File: config.mk
export PLATFORM = sky130hd
export DESIGN_NAME = scheduled_pid_with_ramp_flat
export DESIGN_NICKNAME = d
export VERILOG_FILES = /design/src/rtl/spwr_pkg.sv /design/src/rtl/spwr_ifs.sv /design/src/rtl/spwr_div.sv /design/src/rtl/spwr_ctrl.sv /design/src/rtl/spwr_dp.sv /design/src/rtl/scheduled_pid_with_ramp.sv /design/src/flat_wrapper.sv
export VERILOG_INCLUDE_DIRS = /design/src /design/src/rtl
export SDC_FILE = /design/constraint.sdc
export NUM_CORES = 2
export LEC_CHECK = 0
export ABC_AREA = 1
export BUFFER_PORTS_ARGS = -buffer_cell sky130_fd_sc_hd__buf_2
export CORE_MARGIN = 8
export CORE_UTILIZATION = 45
export DETAILED_ROUTE_END_ITERATION = 7
export PLACE_DENSITY = 0.73
export SYNTH_ARGS = -nofsm -noshare
export SYNTH_HDL_FRONTEND = slang
export SYNTH_SLANG_ARGS = --single-unit
File: constraint.sdc
create_clock -name clk -period 8.2 [get_ports clk]
set_input_delay 1.23 -clock clk [delete_from_list [all_inputs] [get_ports clk]]
set_output_delay 1.23 -clock clk [all_outputs]
set_load 0.02 [all_outputs]
File: src/rtl/scheduled_pid_with_ramp_macros.svh
// ----------------------------------------------------------------------------
// Assertion macros for the scheduled PID block
// Clocked on clk, disabled while arst_n is low.
// ----------------------------------------------------------------------------
`ifndef SCHEDULED_PID_WITH_RAMP_MACROS_SVH
`define SCHEDULED_PID_WITH_RAMP_MACROS_SVH
`ifndef SYNTHESIS
`define SPWR_ASSERT_SAME(lbl, ante, cons, msg) \
	lbl: assert property (@(posedge clk) disable iff (!arst_n) (ante) |-> (cons)) \
		else $error(msg);
`define SPWR_ASSERT_NEXT(lbl, ante, cons, msg) \
	lbl: assert property (@(posedge clk) disable iff (!arst_n) (ante) |=> (cons)) \
		else $error(msg);
`else
`define SPWR_ASSERT_SAME(lbl, ante, cons, msg)
`define SPWR_ASSERT_NEXT(lbl, ante, cons, msg)
`endif
`endif

File: src/rtl/spwr_pkg.sv
// ----------------------------------------------------------------------------
// spwr_pkg
// Types and codes shared by the scheduled PID controller and datapath.
// ----------------------------------------------------------------------------
`default_nettype none
package spwr_pkg;

	localparam logic [1:0] MODE_SAMPLE = 2'd0;
	localparam logic [1:0] MODE_SETPT  = 2'd1;
	localparam logic [1:0] MODE_RESET  = 2'd2;
	localparam logic [1:0] MODE_UNUSED = 2'd3;

	localparam logic [1:0] CLAMP_NONE = 2'd0;
	localparam logic [1:0] CLAMP_MAX  = 2'd1;
	localparam logic [1:0] CLAMP_MIN  = 2'd2;
	localparam logic [1:0] CLAMP_LEM  = 2'd3;

	localparam logic [16:0] ONE_Q15 = 17'd32768;
	localparam logic [31:0] OUT_LIMITS_RST = 32'h7FFF_8000;

	typedef enum logic [2:0] {
		REG_P_GAINS, REG_I_GAINS, REG_D_GAINS, REG_OUT_LIMITS,
		REG_LOW_ERR_MIN, REG_RAMP, REG_IN_LIMITS, REG_DEADBAND
	} spwr_reg_t;

	typedef enum logic [3:0] {
		ST_IDLE, ST_ERR, ST_GAIN, ST_DIV_HI, ST_WAIT_HI, ST_DIV_LO, ST_WAIT_LO,
		ST_SUM, ST_MUL_P, ST_MUL_I, ST_MUL_D, ST_ACC, ST_RAMP, ST_CLAMP
	} spwr_state_t;

	typedef enum logic [3:0] {
		OP_NONE, OP_ERR, OP_GAIN, OP_DIV_HI, OP_DIV_LO, OP_SUM,
		OP_MUL_P, OP_MUL_I, OP_MUL_D, OP_ACC, OP_RAMP, OP_CLAMP
	} spwr_op_t;

	typedef struct packed {
		logic     accept;
		spwr_op_t op;
	} spwr_cmd_t;

	typedef struct packed {
		logic div_done;
		logic out_free;
	} spwr_status_t;

	typedef struct packed {
		logic [47:0] p_gains;
		logic [47:0] i_gains;
		logic [47:0] d_gains;
		logic [31:0] output_limits;
		logic [14:0] low_error_min;
		logic [30:0] ramp_settings;
		logic [31:0] input_limits;
		logic [15:0] deadband;
	} spwr_cfg_t;

endpackage
`default_nettype wire

File: src/rtl/spwr_ifs.sv
// ----------------------------------------------------------------------------
// spwr channel interfaces
// Sample input channel and result output channel, valid/ready.
// ----------------------------------------------------------------------------
`default_nettype none
interface spwr_in_if #(parameter int DATA_WIDTH = 16);
	logic                         valid;
	logic                         ready;
	logic [1:0]                   mode;
	logic signed [DATA_WIDTH-1:0] measurement;
	logic signed [DATA_WIDTH-1:0] target;
	logic                         restart;
	modport source (output valid, mode, measurement, target, restart, input ready);
	modport sink (input valid, mode, measurement, target, restart, output ready);
endinterface

interface spwr_out_if #(parameter int DATA_WIDTH = 16);
	logic                       valid;
	logic                       ready;
	logic signed [15:0]         drive;
	logic signed [DATA_WIDTH:0] error_now;
	logic                       settled;
	logic                       ramp_limited;
	logic [1:0]                 clamp_kind;
	modport source (output valid, drive, error_now, settled, ramp_limited, clamp_kind,
		input ready);
	modport sink (input valid, drive, error_now, settled, ramp_limited, clamp_kind,
		output ready);
endinterface
`default_nettype wire

File: src/rtl/spwr_div.sv
// ----------------------------------------------------------------------------
// spwr_div
// Restoring divider, one quotient bit per cycle: (dividend << GF) / divisor,
// truncated toward zero.
// ----------------------------------------------------------------------------
`default_nettype none
module spwr_div #(
	parameter int GAIN_FRAC_BITS = 8
) (
	input  wire logic                            clk,
	input  wire logic                            arst_n,
	input  wire logic                            start,
	input  wire logic signed [15:0]              dividend,
	input  wire logic [15:0]                     divisor,
	output logic                                 done,
	output logic signed [16+GAIN_FRAC_BITS:0]    quot
);
	localparam int NW = 16 + GAIN_FRAC_BITS;
	localparam int CNW = $clog2(NW + 1);

	logic [NW-1:0]  work_q;
	logic [15:0]    rem_q;
	logic [15:0]    dvs_q;
	logic           neg_q;
	logic           busy_q;
	logic           done_q;
	logic [CNW-1:0] cnt_q;
	logic [15:0]    mag;
	logic [16:0]    shifted;
	logic           ge;

	assign mag = dividend[15] ? 16'(-dividend) : 16'(dividend);
	assign shifted = {rem_q, work_q[NW-1]};
	assign ge = shifted >= {1'b0, dvs_q};

	always_ff @(posedge clk or negedge arst_n) begin
		if (!arst_n) begin
			busy_q <= 1'b0;
			done_q <= 1'b0;
			cnt_q <= '0;
		end else begin
			done_q <= 1'b0;
			if (start) begin
				busy_q <= 1'b1;
				cnt_q <= CNW'(NW);
			end else if (busy_q) begin
				cnt_q <= cnt_q - 1'b1;
				if (cnt_q == CNW'(1)) begin
					busy_q <= 1'b0;
					done_q <= 1'b1;
				end
			end
		end
	end

	always_ff @(posedge clk) begin
		if (start) begin
			work_q <= NW'(mag) << GAIN_FRAC_BITS;
			rem_q <= '0;
			dvs_q <= divisor;
			neg_q <= dividend[15];
		end else if (busy_q) begin
			// shift in the next dividend bit, subtract where it fits
			rem_q <= ge ? 16'(shifted - {1'b0, dvs_q}) : shifted[15:0];
			work_q <= {work_q[NW-2:0], ge};
		end
	end

	assign done = done_q;
	assign quot = neg_q ? -$signed({1'b0, work_q}) : $signed({1'b0, work_q});
endmodule
`default_nettype wire

File: src/rtl/spwr_ctrl.sv
// ----------------------------------------------------------------------------
// spwr_ctrl
// Sequencer for one sample word: error, gains, two bound divisions, integral,
// three shared multiplies, ramp, clamp.
// ----------------------------------------------------------------------------
`default_nettype none
`include "scheduled_pid_with_ramp_macros.svh"
module spwr_ctrl
	import spwr_pkg::*;
(
	input  wire logic         clk,
	input  wire logic         arst_n,
	input  wire logic         in_valid,
	input  wire logic [1:0]   in_mode,
	output logic              in_ready,
	input  wire spwr_status_t status,
	output spwr_cmd_t         cmd
);
	spwr_state_t state_q, state_n;

	always_ff @(posedge clk or negedge arst_n) begin
		if (!arst_n) begin
			state_q <= ST_IDLE;
		end else begin
			state_q <= state_n;
		end
	end

	always_comb begin
		state_n = state_q;
		case (state_q)
			ST_IDLE: begin
				if (in_valid && in_mode == MODE_SAMPLE) state_n = ST_ERR;
			end
			ST_ERR:     state_n = ST_GAIN;
			ST_GAIN:    state_n = ST_DIV_HI;
			ST_DIV_HI:  state_n = ST_WAIT_HI;
			ST_WAIT_HI: begin
				if (status.div_done) state_n = ST_DIV_LO;
			end
			ST_DIV_LO:  state_n = ST_WAIT_LO;
			ST_WAIT_LO: begin
				if (status.div_done) state_n = ST_SUM;
			end
			ST_SUM:     state_n = ST_MUL_P;
			ST_MUL_P:   state_n = ST_MUL_I;
			ST_MUL_I:   state_n = ST_MUL_D;
			ST_MUL_D:   state_n = ST_ACC;
			ST_ACC:     state_n = ST_RAMP;
			ST_RAMP:    state_n = ST_CLAMP;
			ST_CLAMP: begin
				if (status.out_free) state_n = ST_IDLE;
			end
			default:    state_n = ST_IDLE;
		endcase
	end

	always_comb begin
		in_ready = (state_q == ST_IDLE);
		cmd.accept = (state_q == ST_IDLE) && in_valid;
		cmd.op = OP_NONE;
		case (state_q)
			ST_ERR:    cmd.op = OP_ERR;
			ST_GAIN:   cmd.op = OP_GAIN;
			ST_DIV_HI: cmd.op = OP_DIV_HI;
			ST_DIV_LO: cmd.op = OP_DIV_LO;
			ST_SUM:    cmd.op = OP_SUM;
			ST_MUL_P:  cmd.op = OP_MUL_P;
			ST_MUL_I:  cmd.op = OP_MUL_I;
			ST_MUL_D:  cmd.op = OP_MUL_D;
			ST_ACC:    cmd.op = OP_ACC;
			ST_RAMP:   cmd.op = OP_RAMP;
			ST_CLAMP:  cmd.op = status.out_free ? OP_CLAMP : OP_NONE;
			default:   cmd.op = OP_NONE;
		endcase
	end

	`SPWR_ASSERT_NEXT(a_nonsample_idle, cmd.accept && in_mode != MODE_SAMPLE,
		state_q == ST_IDLE, "non-sample word left idle")
	`SPWR_ASSERT_NEXT(a_hi_to_lo, state_q == ST_WAIT_HI && status.div_done,
		state_q == ST_DIV_LO, "upper bound division not followed by lower")
	`SPWR_ASSERT_NEXT(a_clamp_hold, state_q == ST_CLAMP && !status.out_free,
		state_q == ST_CLAMP, "result dropped while output stalled")
endmodule
`default_nettype wire

File: src/rtl/spwr_dp.sv
// ----------------------------------------------------------------------------
// spwr_dp
// PID datapath: state registers, gain pick, integral bounds, shared
// multiplier with accumulator, ramp limiter and output clamp.
// ----------------------------------------------------------------------------
`default_nettype none
module spwr_dp
	import spwr_pkg::*;
#(
	parameter int DATA_WIDTH     = 16,
	parameter int GAIN_FRAC_BITS = 8,
	parameter int SUM_WIDTH      = 32
) (
	input  wire logic                         clk,
	input  wire logic                         arst_n,
	input  wire spwr_cfg_t                    cfg,
	input  wire spwr_cmd_t                    cmd,
	output spwr_status_t                      status,
	input  wire logic [1:0]                   in_mode,
	input  wire logic signed [DATA_WIDTH-1:0] in_measurement,
	input  wire logic signed [DATA_WIDTH-1:0] in_target,
	input  wire logic                         in_restart,
	output logic                              out_valid,
	input  wire logic                         out_ready,
	output logic signed [15:0]                out_drive,
	output logic signed [DATA_WIDTH:0]        out_error_now,
	output logic                              out_settled,
	output logic                              out_ramp_limited,
	output logic [1:0]                        out_clamp_kind
);
	localparam int TW  = (DATA_WIDTH > 16) ? DATA_WIDTH : 16;
	localparam int EW  = TW + 1;
	localparam int DFW = EW + 1;
	localparam int SC  = (SUM_WIDTH < GAIN_FRAC_BITS + 17) ? SUM_WIDTH : GAIN_FRAC_BITS + 17;
	localparam int BW  = (DFW > SC) ? DFW : SC;
	localparam int PW  = BW + 17;
	localparam int AW  = PW + 2;
	localparam int DRW = AW - GAIN_FRAC_BITS;
	localparam int QW  = 17 + GAIN_FRAC_BITS;
	localparam int CW  = (SUM_WIDTH + 2 > QW + 1) ? SUM_WIDTH + 2 : QW + 1;

	// persistent state
	logic signed [TW-1:0]        target_q;
	logic signed [EW-1:0]        last_err_q;
	logic signed [SUM_WIDTH-1:0] sum_q;
	logic [16:0]                 level_q;
	logic                        ramp_on_q;
	logic                        sign_pos_q;
	logic                        out_valid_q;

	// per-sample work registers
	logic signed [DATA_WIDTH-1:0] meas_q;
	logic signed [EW-1:0]         err_q;
	logic signed [DFW-1:0]        diff_q;
	logic [EW-1:0]                emag_q;
	logic [15:0]                  kp_q, ki_q, kd_q;
	logic                         settled_q;
	logic signed [QW-1:0]         hi_q;
	logic signed [PW-1:0]         prod_q;
	logic signed [AW-1:0]         acc_q;
	logic signed [DRW-1:0]        drive_q;
	logic                         ramped_q;
	logic signed [15:0]           drive_out_q;
	logic signed [DATA_WIDTH:0]   err_out_q;
	logic                         settled_out_q, ramped_out_q;
	logic [1:0]                   kind_out_q;

	logic                  div_start;
	logic signed [15:0]    div_dividend;
	logic                  div_done;
	logic signed [QW-1:0]  div_quot;

	function automatic logic [15:0] pick(input logic [47:0] r, input logic [EW-1:0] m);
		logic [15:0] g;
		g = r[31:16];
		if (r[47:32] != 16'd0 && m < EW'(r[47:32])) g = r[15:0];
		return g;
	endfunction

	assign div_start = (cmd.op == OP_DIV_HI) || (cmd.op == OP_DIV_LO);
	assign div_dividend = (cmd.op == OP_DIV_HI) ? $signed(cfg.output_limits[31:16])
		: $signed(cfg.output_limits[15:0]);

	spwr_div #(.GAIN_FRAC_BITS(GAIN_FRAC_BITS)) u_div (
		.clk      (clk),
		.arst_n   (arst_n),
		.start    (div_start),
		.dividend (div_dividend),
		.divisor  (ki_q),
		.done     (div_done),
		.quot     (div_quot)
	);

	// setpoint clamp
	logic signed [TW-1:0] tgt_w, imax, imin, tgt_c;
	logic signed [EW-1:0] sp_err;
	always_comb begin
		tgt_w = TW'(in_target);
		imax = TW'($signed(cfg.input_limits[31:16]));
		imin = TW'($signed(cfg.input_limits[15:0]));
		tgt_c = tgt_w;
		if (imax > imin) begin
			if (tgt_w > imax) tgt_c = imax;
			else if (tgt_w < imin) tgt_c = imin;
		end
		sp_err = EW'(tgt_c) - EW'(in_measurement);
	end

	// error
	logic signed [EW-1:0] err_n;
	assign err_n = EW'(target_q) - EW'(meas_q);

	// integral update with division bounds
	logic signed [CW-1:0] s_raw, s_c, hi_c, lo_c, smax, smin;
	always_comb begin
		smax = CW'($signed({1'b0, {(SUM_WIDTH-1){1'b1}}}));
		smin = ~smax;
		hi_c = CW'(hi_q);
		lo_c = CW'(div_quot);
		s_raw = CW'(sum_q) + CW'(err_q);
		s_c = s_raw;
		if (s_c > hi_c) s_c = hi_c;
		if (s_c < lo_c) s_c = lo_c;
		if (s_c > smax) s_c = smax;
		if (s_c < smin) s_c = smin;
	end

	// shared multiplier
	logic signed [16:0]   mul_a;
	logic signed [BW-1:0] mul_b;
	logic signed [PW-1:0] mul_p;
	always_comb begin
		case (cmd.op)
			OP_MUL_I: begin
				mul_a = $signed({1'b0, ki_q});
				mul_b = BW'(sum_q);
			end
			OP_MUL_D: begin
				mul_a = $signed({1'b0, kd_q});
				mul_b = BW'(diff_q);
			end
			default: begin
				mul_a = $signed({1'b0, kp_q});
				mul_b = BW'(err_q);
			end
		endcase
	end
	assign mul_p = mul_a * mul_b;

	// ramp limiter
	logic signed [DRW-1:0] raw, lvl_s, ramp_drive;
	logic [17:0]           lvl_sum;
	logic [16:0]           lvl;
	logic                  ramp_on_n;
	always_comb begin
		raw = DRW'(acc_q >>> GAIN_FRAC_BITS);
		lvl_sum = 18'(level_q) + 18'(cfg.ramp_settings[15:0]);
		lvl = (lvl_sum > 18'(ONE_Q15)) ? ONE_Q15 : lvl_sum[16:0];
		lvl_s = DRW'($signed({1'b0, lvl}));
		ramp_on_n = (lvl_s < raw) && (lvl != ONE_Q15);
		ramp_drive = raw;
		if (raw > lvl_s) ramp_drive = lvl_s;
		else if (raw < -lvl_s) ramp_drive = -lvl_s;
	end

	// output clamp
	logic signed [DRW-1:0] omax, omin, lem_s, fin;
	logic [1:0]            kind;
	always_comb begin
		omax = DRW'($signed(cfg.output_limits[31:16]));
		omin = DRW'($signed(cfg.output_limits[15:0]));
		lem_s = DRW'($signed({1'b0, cfg.low_error_min}));
		fin = drive_q;
		kind = CLAMP_NONE;
		if (drive_q > omax) begin
			fin = omax;
			kind = CLAMP_MAX;
		end else if (drive_q < omin) begin
			fin = omin;
			kind = CLAMP_MIN;
		end else if (!ramp_on_q && drive_q < lem_s && drive_q > -lem_s) begin
			fin = sign_pos_q ? lem_s : -lem_s;
			kind = CLAMP_LEM;
		end
	end

	always_ff @(posedge clk or negedge arst_n) begin
		if (!arst_n) begin
			target_q <= '0;
			last_err_q <= '0;
			sum_q <= '0;
			level_q <= '0;
			ramp_on_q <= 1'b0;
			sign_pos_q <= 1'b0;
			out_valid_q <= 1'b0;
		end else begin
			if (cmd.op == OP_CLAMP) out_valid_q <= 1'b1;
			else if (out_ready) out_valid_q <= 1'b0;
			if (cmd.accept) begin
				case (in_mode)
					MODE_SETPT: begin
						target_q <= tgt_c;
						last_err_q <= sp_err;
						sign_pos_q <= !sp_err[EW-1];
						if (in_restart) begin
							sum_q <= '0;
							level_q <= 17'(cfg.ramp_settings[30:16]);
							ramp_on_q <= (cfg.ramp_settings[30:16] != 15'd0);
						end
					end
					MODE_RESET: begin
						sum_q <= '0;
						level_q <= 17'(cfg.ramp_settings[30:16]);
					end
					default: ;
				endcase
			end
			case (cmd.op)
				OP_SUM: begin
					sum_q <= (ki_q == 16'd0) ? '0 : SUM_WIDTH'(s_c);
					last_err_q <= err_q;
				end
				OP_RAMP: begin
					if (ramp_on_q) begin
						level_q <= lvl;
						ramp_on_q <= ramp_on_n;
					end
				end
				default: ;
			endcase
		end
	end

	always_ff @(posedge clk) begin
		if (cmd.accept) meas_q <= in_measurement;
		case (cmd.op)
			OP_ERR: begin
				err_q <= err_n;
				diff_q <= DFW'(err_n) - DFW'(last_err_q);
				emag_q <= err_n[EW-1] ? EW'(-err_n) : EW'(err_n);
			end
			OP_GAIN: begin
				kp_q <= pick(cfg.p_gains, emag_q);
				ki_q <= pick(cfg.i_gains, emag_q);
				kd_q <= pick(cfg.d_gains, emag_q);
				settled_q <= emag_q <= EW'(cfg.deadband);
			end
			OP_DIV_LO: hi_q <= div_quot;
			OP_MUL_P:  prod_q <= mul_p;
			OP_MUL_I: begin
				acc_q <= AW'(prod_q);
				prod_q <= mul_p;
			end
			OP_MUL_D: begin
				acc_q <= acc_q + AW'(prod_q);
				prod_q <= mul_p;
			end
			OP_ACC: acc_q <= acc_q + AW'(prod_q);
			OP_RAMP: begin
				ramped_q <= ramp_on_q;
				drive_q <= ramp_on_q ? ramp_drive : raw;
			end
			OP_CLAMP: begin
				drive_out_q <= 16'(fin);
				err_out_q <= (DATA_WIDTH + 1)'(err_q);
				settled_out_q <= settled_q;
				ramped_out_q <= ramped_q;
				kind_out_q <= kind;
			end
			default: ;
		endcase
	end

	assign status.div_done = div_done;
	assign status.out_free = !out_valid_q || out_ready;
	assign out_valid = out_valid_q;
	assign out_drive = drive_out_q;
	assign out_error_now = err_out_q;
	assign out_settled = settled_out_q;
	assign out_ramp_limited = ramped_out_q;
	assign out_clamp_kind = kind_out_q;
endmodule
`default_nettype wire

File: src/rtl/scheduled_pid_with_ramp.sv
// ----------------------------------------------------------------------------
// scheduled_pid_with_ramp
// Gain-scheduled PID regulator with start ramp and output clamping.
// ----------------------------------------------------------------------------
// Usage:
//   in_ch carries words with a mode: sample, new setpoint, or integral and
//   ramp reset. Setpoint and reset words update state in the accept cycle
//   and produce no result. A sample word produces one result on out_ch.
//   A sample passes through the error, gain pick, upper and lower bound
//   division, integral, three multiplies, accumulate, ramp and clamp steps
//   into the result register; the serial divider computes the two integral
//   bounds one quotient bit per cycle. The next word is taken only in the
//   idle state after the clamp, so no word is accepted while a sample is
//   in flight.
//   The result register lets a new word be accepted while a result waits;
//   a stalled receiver holds the next result in the final step.
//   Registers are written over the APB port (64-bit data, 8-byte stride).
//   Reset clears the setpoint, integral, ramp state and the registers
//   (output limits reset to full scale).
// ----------------------------------------------------------------------------
`default_nettype none
module scheduled_pid_with_ramp
	import spwr_pkg::*;
#(
	parameter int DATA_WIDTH     = 16,
	parameter int GAIN_FRAC_BITS = 8,
	parameter int SUM_WIDTH      = 32
) (
	input  wire logic        clk,
	input  wire logic        arst_n,
	spwr_in_if.sink          in_ch,
	spwr_out_if.source       out_ch,
	input  wire logic        psel,
	input  wire logic        penable,
	input  wire logic        pwrite,
	input  wire logic [5:0]  paddr,
	input  wire logic [63:0] pwdata,
	output logic [63:0]      prdata,
	output logic             pready
);
	spwr_cfg_t    cfg_q;
	spwr_cmd_t    cmd;
	spwr_status_t status;
	spwr_reg_t    idx;
	logic         wr;

	assign pready = 1'b1;
	assign idx = spwr_reg_t'(paddr[5:3]);
	assign wr = psel && penable && pwrite;

	always_ff @(posedge clk or negedge arst_n) begin
		if (!arst_n) begin
			cfg_q.p_gains <= '0;
			cfg_q.i_gains <= '0;
			cfg_q.d_gains <= '0;
			cfg_q.output_limits <= OUT_LIMITS_RST;
			cfg_q.low_error_min <= '0;
			cfg_q.ramp_settings <= '0;
			cfg_q.input_limits <= '0;
			cfg_q.deadband <= '0;
		end else if (wr) begin
			case (idx)
				REG_P_GAINS:     cfg_q.p_gains <= pwdata[47:0];
				REG_I_GAINS:     cfg_q.i_gains <= pwdata[47:0];
				REG_D_GAINS:     cfg_q.d_gains <= pwdata[47:0];
				REG_OUT_LIMITS:  cfg_q.output_limits <= pwdata[31:0];
				REG_LOW_ERR_MIN: cfg_q.low_error_min <= pwdata[14:0];
				REG_RAMP:        cfg_q.ramp_settings <= pwdata[30:0];
				REG_IN_LIMITS:   cfg_q.input_limits <= pwdata[31:0];
				REG_DEADBAND:    cfg_q.deadband <= pwdata[15:0];
				default: ;
			endcase
		end
	end

	always_comb begin
		case (idx)
			REG_P_GAINS:     prdata = 64'(cfg_q.p_gains);
			REG_I_GAINS:     prdata = 64'(cfg_q.i_gains);
			REG_D_GAINS:     prdata = 64'(cfg_q.d_gains);
			REG_OUT_LIMITS:  prdata = 64'(cfg_q.output_limits);
			REG_LOW_ERR_MIN: prdata = 64'(cfg_q.low_error_min);
			REG_RAMP:        prdata = 64'(cfg_q.ramp_settings);
			REG_IN_LIMITS:   prdata = 64'(cfg_q.input_limits);
			REG_DEADBAND:    prdata = 64'(cfg_q.deadband);
			default:         prdata = '0;
		endcase
	end

	spwr_ctrl u_ctrl (
		.clk      (clk),
		.arst_n   (arst_n),
		.in_valid (in_ch.valid),
		.in_mode  (in_ch.mode),
		.in_ready (in_ch.ready),
		.status   (status),
		.cmd      (cmd)
	);

	spwr_dp #(
		.DATA_WIDTH     (DATA_WIDTH),
		.GAIN_FRAC_BITS (GAIN_FRAC_BITS),
		.SUM_WIDTH      (SUM_WIDTH)
	) u_dp (
		.clk              (clk),
		.arst_n           (arst_n),
		.cfg              (cfg_q),
		.cmd              (cmd),
		.status           (status),
		.in_mode          (in_ch.mode),
		.in_measurement   (in_ch.measurement),
		.in_target        (in_ch.target),
		.in_restart       (in_ch.restart),
		.out_valid        (out_ch.valid),
		.out_ready        (out_ch.ready),
		.out_drive        (out_ch.drive),
		.out_error_now    (out_ch.error_now),
		.out_settled      (out_ch.settled),
		.out_ramp_limited (out_ch.ramp_limited),
		.out_clamp_kind   (out_ch.clamp_kind)
	);
endmodule
`default_nettype wire

File: src/flat_wrapper.sv
// flat-port wrapper written by rule: the top's interface ports become plain ports
module scheduled_pid_with_ramp_flat import spwr_pkg::*;
#(
	parameter int DATA_WIDTH     = 16,
	parameter int GAIN_FRAC_BITS = 8,
	parameter int SUM_WIDTH      = 32
)
  (clk, arst_n, psel, penable, pwrite, paddr, pwdata, prdata, pready, in_ch_valid, in_ch_mode, in_ch_measurement, in_ch_target, in_ch_restart, in_ch_ready, out_ch_valid, out_ch_drive, out_ch_error_now, out_ch_settled, out_ch_ramp_limited, out_ch_clamp_kind, out_ch_ready);
  spwr_in_if #(.DATA_WIDTH(DATA_WIDTH)) in_ch_i ();
  spwr_out_if #(.DATA_WIDTH(DATA_WIDTH)) out_ch_i ();
  input  wire logic clk;
  input  wire logic arst_n;
  input  wire logic psel;
  input  wire logic penable;
  input  wire logic pwrite;
  input  wire logic [5:0] paddr;
  input  wire logic [63:0] pwdata;
  output logic [63:0] prdata;
  output logic pready;
  input wire logic [$bits(in_ch_i.valid)-1:0] in_ch_valid;
  input wire logic [$bits(in_ch_i.mode)-1:0] in_ch_mode;
  input wire logic [$bits(in_ch_i.measurement)-1:0] in_ch_measurement;
  input wire logic [$bits(in_ch_i.target)-1:0] in_ch_target;
  input wire logic [$bits(in_ch_i.restart)-1:0] in_ch_restart;
  output wire logic [$bits(in_ch_i.ready)-1:0] in_ch_ready;
  output wire logic [$bits(out_ch_i.valid)-1:0] out_ch_valid;
  output wire logic [$bits(out_ch_i.drive)-1:0] out_ch_drive;
  output wire logic [$bits(out_ch_i.error_now)-1:0] out_ch_error_now;
  output wire logic [$bits(out_ch_i.settled)-1:0] out_ch_settled;
  output wire logic [$bits(out_ch_i.ramp_limited)-1:0] out_ch_ramp_limited;
  output wire logic [$bits(out_ch_i.clamp_kind)-1:0] out_ch_clamp_kind;
  input wire logic [$bits(out_ch_i.ready)-1:0] out_ch_ready;
  assign in_ch_i.valid = in_ch_valid;
  assign in_ch_i.mode = in_ch_mode;
  assign in_ch_i.measurement = in_ch_measurement;
  assign in_ch_i.target = in_ch_target;
  assign in_ch_i.restart = in_ch_restart;
  assign in_ch_ready = in_ch_i.ready;
  assign out_ch_valid = out_ch_i.valid;
  assign out_ch_drive = out_ch_i.drive;
  assign out_ch_error_now = out_ch_i.error_now;
  assign out_ch_settled = out_ch_i.settled;
  assign out_ch_ramp_limited = out_ch_i.ramp_limited;
  assign out_ch_clamp_kind = out_ch_i.clamp_kind;
  assign out_ch_i.ready = out_ch_ready;
  scheduled_pid_with_ramp #(.DATA_WIDTH(DATA_WIDTH), .GAIN_FRAC_BITS(GAIN_FRAC_BITS), .SUM_WIDTH(SUM_WIDTH)) u_core (.clk(clk), .arst_n(arst_n), .in_ch(in_ch_i), .out_ch(out_ch_i), .psel(psel), .penable(penable), .pwrite(pwrite), .paddr(paddr), .pwdata(pwdata), .prdata(prdata), .pready(pready));
endmodule
==> key figures <==
Clock tree
  • CTS H-tree depth: 3
  • Clock latency at the later pin of the worst-skew pair: about 730 ps
  • CTS sink count: 724
  • CTS tree: done
  • CTS buffer count: 84
  • Hold-fix buffers at CTS: 0
  • Clk root buf: clkbuf_16
  • Clock transition at path regs: roughly 60 ps
  • CTS max path bufs: 3

Floorplan
  • Initial Util: 45.2%
  • Die width: slightly below 400 um
  • Core ar.: between 100000 and 150000 um2
  • Die area: roughly 150000 um2
  • Cell Rows: around 140
  • Die boundary height: roughly 400 um
  • IO Pins: roughly 220

STA
  • WHS: 460 ps
  • Actual slew at the worst max-slew pin: roughly 1400 ps
  • Count of pins over their slew limit: 0
  • Setup WS post-layout: between 200 and 300 ps
  • Slew headroom: 3.32%
  • RSZ-0062 raised after global routing: true
  • Fin crit period: 7930 ps
  • Setup Skew: approximately 50 ps
  • Fmax: approximately 130 MHz
  • Crit share post-route: 96.8%
  • Final hold violation count: 0
  • Setup violators final: 0

Synth
  • Asr flop ratio synth: 50.6%
  • Synth Area in XOR/XNOR: around 2.9%
  • Multiplexer share of the synthesized area: less than 1%
  • Mapped cell area: 62800 um2
  • Adder-cell share of the synthesized area: between 20% and 30%
  • Register area share after synthesis: a little under a third
  • Flops & latches, synth: 724
  • Largest family of logic cells by synthesized area: adder cells
  • Synth Area in Compound Gates: about 14%
  • Syn Area/Cell: approximately 8.2 um2
  • Synth warnings: 0
  • EDFF count, synth: between 300 and 400
  • Synth Instances: about 7700
  • Simple-Gate Fraction of Synth Area: between 10% and 20%
  • Synth Flop Type: dfrtp_1
  • Netlist cell types: 69

Detailed routing
  • Drc violations: 0
  • Vias: around 56000
  • Vias per inst: 5.68
  • Antenna viol nets, final: 0
  • 1st-pass router iterations: 7
  • Drt total wl: 217 mm
  • Iter 0 DRT Violations: between 6000 and 7000
  • Post-DR wirelength/cell: 21.9 um

Setup path
  • Slowest CP cell: fa_1
  • Worst endpoint data arrival time: between 8000 and 9000 ps
  • CP endpoint kind: flop
  • Setup Crit Path Kind: reg2reg
  • Required @ worst endpoint: around 8600 ps
  • Cell mode on critical path: fa_1
  • CP max stage delay: between 500 and 600 ps
  • Startpoint class of the critical path: flop
  • Crit-path max FO: 34

GRT
  • First-pass GRT wire length: 328 mm
  • Tot GR Track Use: 27.8%
  • Gr ovfl total: 0
  • Vias in the first global route: 54200
  • Initial antenna violation count: 22
  • Largest net degree at the start of global routing: 169

Final layout
  • Synth-to-layout area growth: 12.0%
  • Post-route cell area: approximately 70000 um2
  • Layout cell share with drive strength beyond 1: around 8.9%
  • Fin nets: 9107

Placed design
  • # port buffers: 179
  • Placed inst area: roughly 67000 um2
  • Dpl ws: -271 ps
  • Global placement routability congestion: about 1.0
  • HPWL Detailed: 175 mm

Run status
  • Status: finished clean

Flow run
  • Max cap viols: 0

Worst hold path
  • Hold crit path type: reg2reg
==> cells by family after synthesis <==
group,after synthesis
simple gates,2702
flops,724
buf+inv,1541
xor+xnor,208
compound gates,1496
other cells,2
fa+ha+maj,1015
mux,10
==> path summary, 6_finish.rpt <==
check / slack (ps) / start / end / cells past startpoint
max in group asynchronous: 6280 / arst_n / u_core.cfg_q[220] / 2
worst min-delay path: 460 / u_core.u_dp.ki_q[12] / u_core.u_dp.u_div.dvs_q[12] / 0
worst max-delay path: 270 / u_core.u_ctrl.state_q[3] / u_core.u_dp.prod_q[41] / 38
worst max register to register: 270 / u_core.u_ctrl.state_q[3] / u_core.u_dp.prod_q[41] / 38
worst min register to register: 460 / u_core.u_dp.ki_q[12] / u_core.u_dp.u_div.dvs_q[12] / 0
min in group asynchronous: 480 / arst_n / u_core.u_dp.sum_q[18] / 1
==> cells in the final DEF, fill, tap and decap left out, types with 14 or more instances in the layout <==
| cell | n |
|---|---|
| nand3_1 | 162 |
| a31oi_1 | 37 |
| dfxtp_1 | 24 |
| fa_1 | 397 |
| nand4_1 | 84 |
| a21oi_1 | 412 |
| xnor2_1 | 63 |
| o21bai_1 | 18 |
| nor3_1 | 66 |
| clkinv_1 | 17 |
| or2_2 | 34 |
| buf_4 | 223 |
| dfstp_2 | 16 |
| o31ai_1 | 16 |
| o21ai_1 | 32 |
| a21o_1 | 22 |
| ha_1 | 614 |
| xor2_1 | 143 |
| o221ai_1 | 41 |
| buf_2 | 178 |
| o21ai_0 | 621 |
| conb_1 | 19 |
| buf_12 | 14 |
| a211oi_1 | 19 |
| o2111ai_1 | 35 |
| clkbuf_16 | 86 |
| nor4_1 | 48 |
| clkbuf_1 | 15 |
| nand2_2 | 17 |
| dfrtp_1 | 350 |
| o211ai_1 | 54 |
| nor2_1 | 480 |
| a221oi_1 | 34 |
| edfxtp_1 | 334 |
| nand2_1 | 1767 |
| o22ai_1 | 55 |
| inv_1 | 1269 |
==> cell type report <==
cell class / instances / area, um2
Timing Repair Buffer: 421 / 2920
Fill cell: 13000 / 68700
Antenna cell: 6 / 15.0
Multi-Input combinational cell: 5450 / 37600
Tap cell: 1876 / 2350
Inverter: 1299 / 4890
Clock inverter: 43 / 518
Sequential cell: 724 / 19700
Clock buffer: 114 / 2390
==> registers in the layout, summed over array words and instances, names as in the netlist, 17 cells and up <==
signal / flops
u_core.u_dp.prod_q: 42
u_core.u_dp.level_q: 17
u_core.u_dp.u_div.work_q: 24
u_core.cfg_q: 270
u_core.u_dp.diff_q: 18
u_core.u_dp.out_error_now: 17
u_core.u_dp.sum_q: 32
u_core.u_dp.hi_q: 25
u_core.u_dp.drive_q: 36
u_core.u_dp.err_q: 17
u_core.u_dp.last_err_q: 17
u_core.u_dp.acc_q: 44
==> per-stage QoR <==
| stage | setup TNS (ps) | util (%) | cells |
|---|---|---|---|
| finish | 0 | 50.6 | 9933 |
| floorplan | 0 | - | 7715 |
| CTS | -5.71 | 50.4 | 9920 |
| global route | -91.1 | 50.6 | 9927 |
| global placement | -64.5 | 48.3 | 9761 |
| detailed placement | -467 | 48.3 | 9761 |
==> Yosys cell counts, types with 38 or more instances <==
cell type  number  area (um2)
ha_1          617        7720
o211ai_1       54         405
xnor2_1        64         561
nand2_1      1773        6660
xor2_1        144        1260
dfrtp_1       350        8760
o22ai_1        55         344
fa_1          398        7970
o221ai_1       41         359
nor3_1         72         360
o2111ai_1      38         333
nor2_1        491        1840
nand4_1        84         526
o21ai_0       629        3150
a31oi_1        38         238
nand3_1       163         816
a21oi_1       425        2130
edfxtp_1      334       10000
nor4_1         48         300
clkbuf_1      204         766
inv_1        1281        4810
==> per-layer routing <==
metal / routed length, um / vias to the layer above / track usage, %
met4: 10700 / 12 / 11.7
met1: 88600 / 27200 / 37.8
met3: 23800 / 516 / 6.70
met5: 77 / - / 0
met2: 94000 / 2876 / 42.7
li1: - / 25800 / -
==> critical path, delay by kind of cell, from the launching register on <==
family / cells / cell delay (ps)
buf+inv: 12 / 1650
xor+xnor: 1 / 80
fa+ha+maj: 7 / 3150
flops: 1 / 400
simple gates: 10 / 970
compound gates: 8 / 1370
==> what timing repair did <==
action | CTS | global route
gates resized for setup | 15 | 45
pin swaps | 1 | 6
setup buffers | 2 | 7
endpoints found under the setup margin | 6 | 38
Power is not shown: default switching activity piles up to over one toggle a cycle in this logic, so the estimate is an artifact.
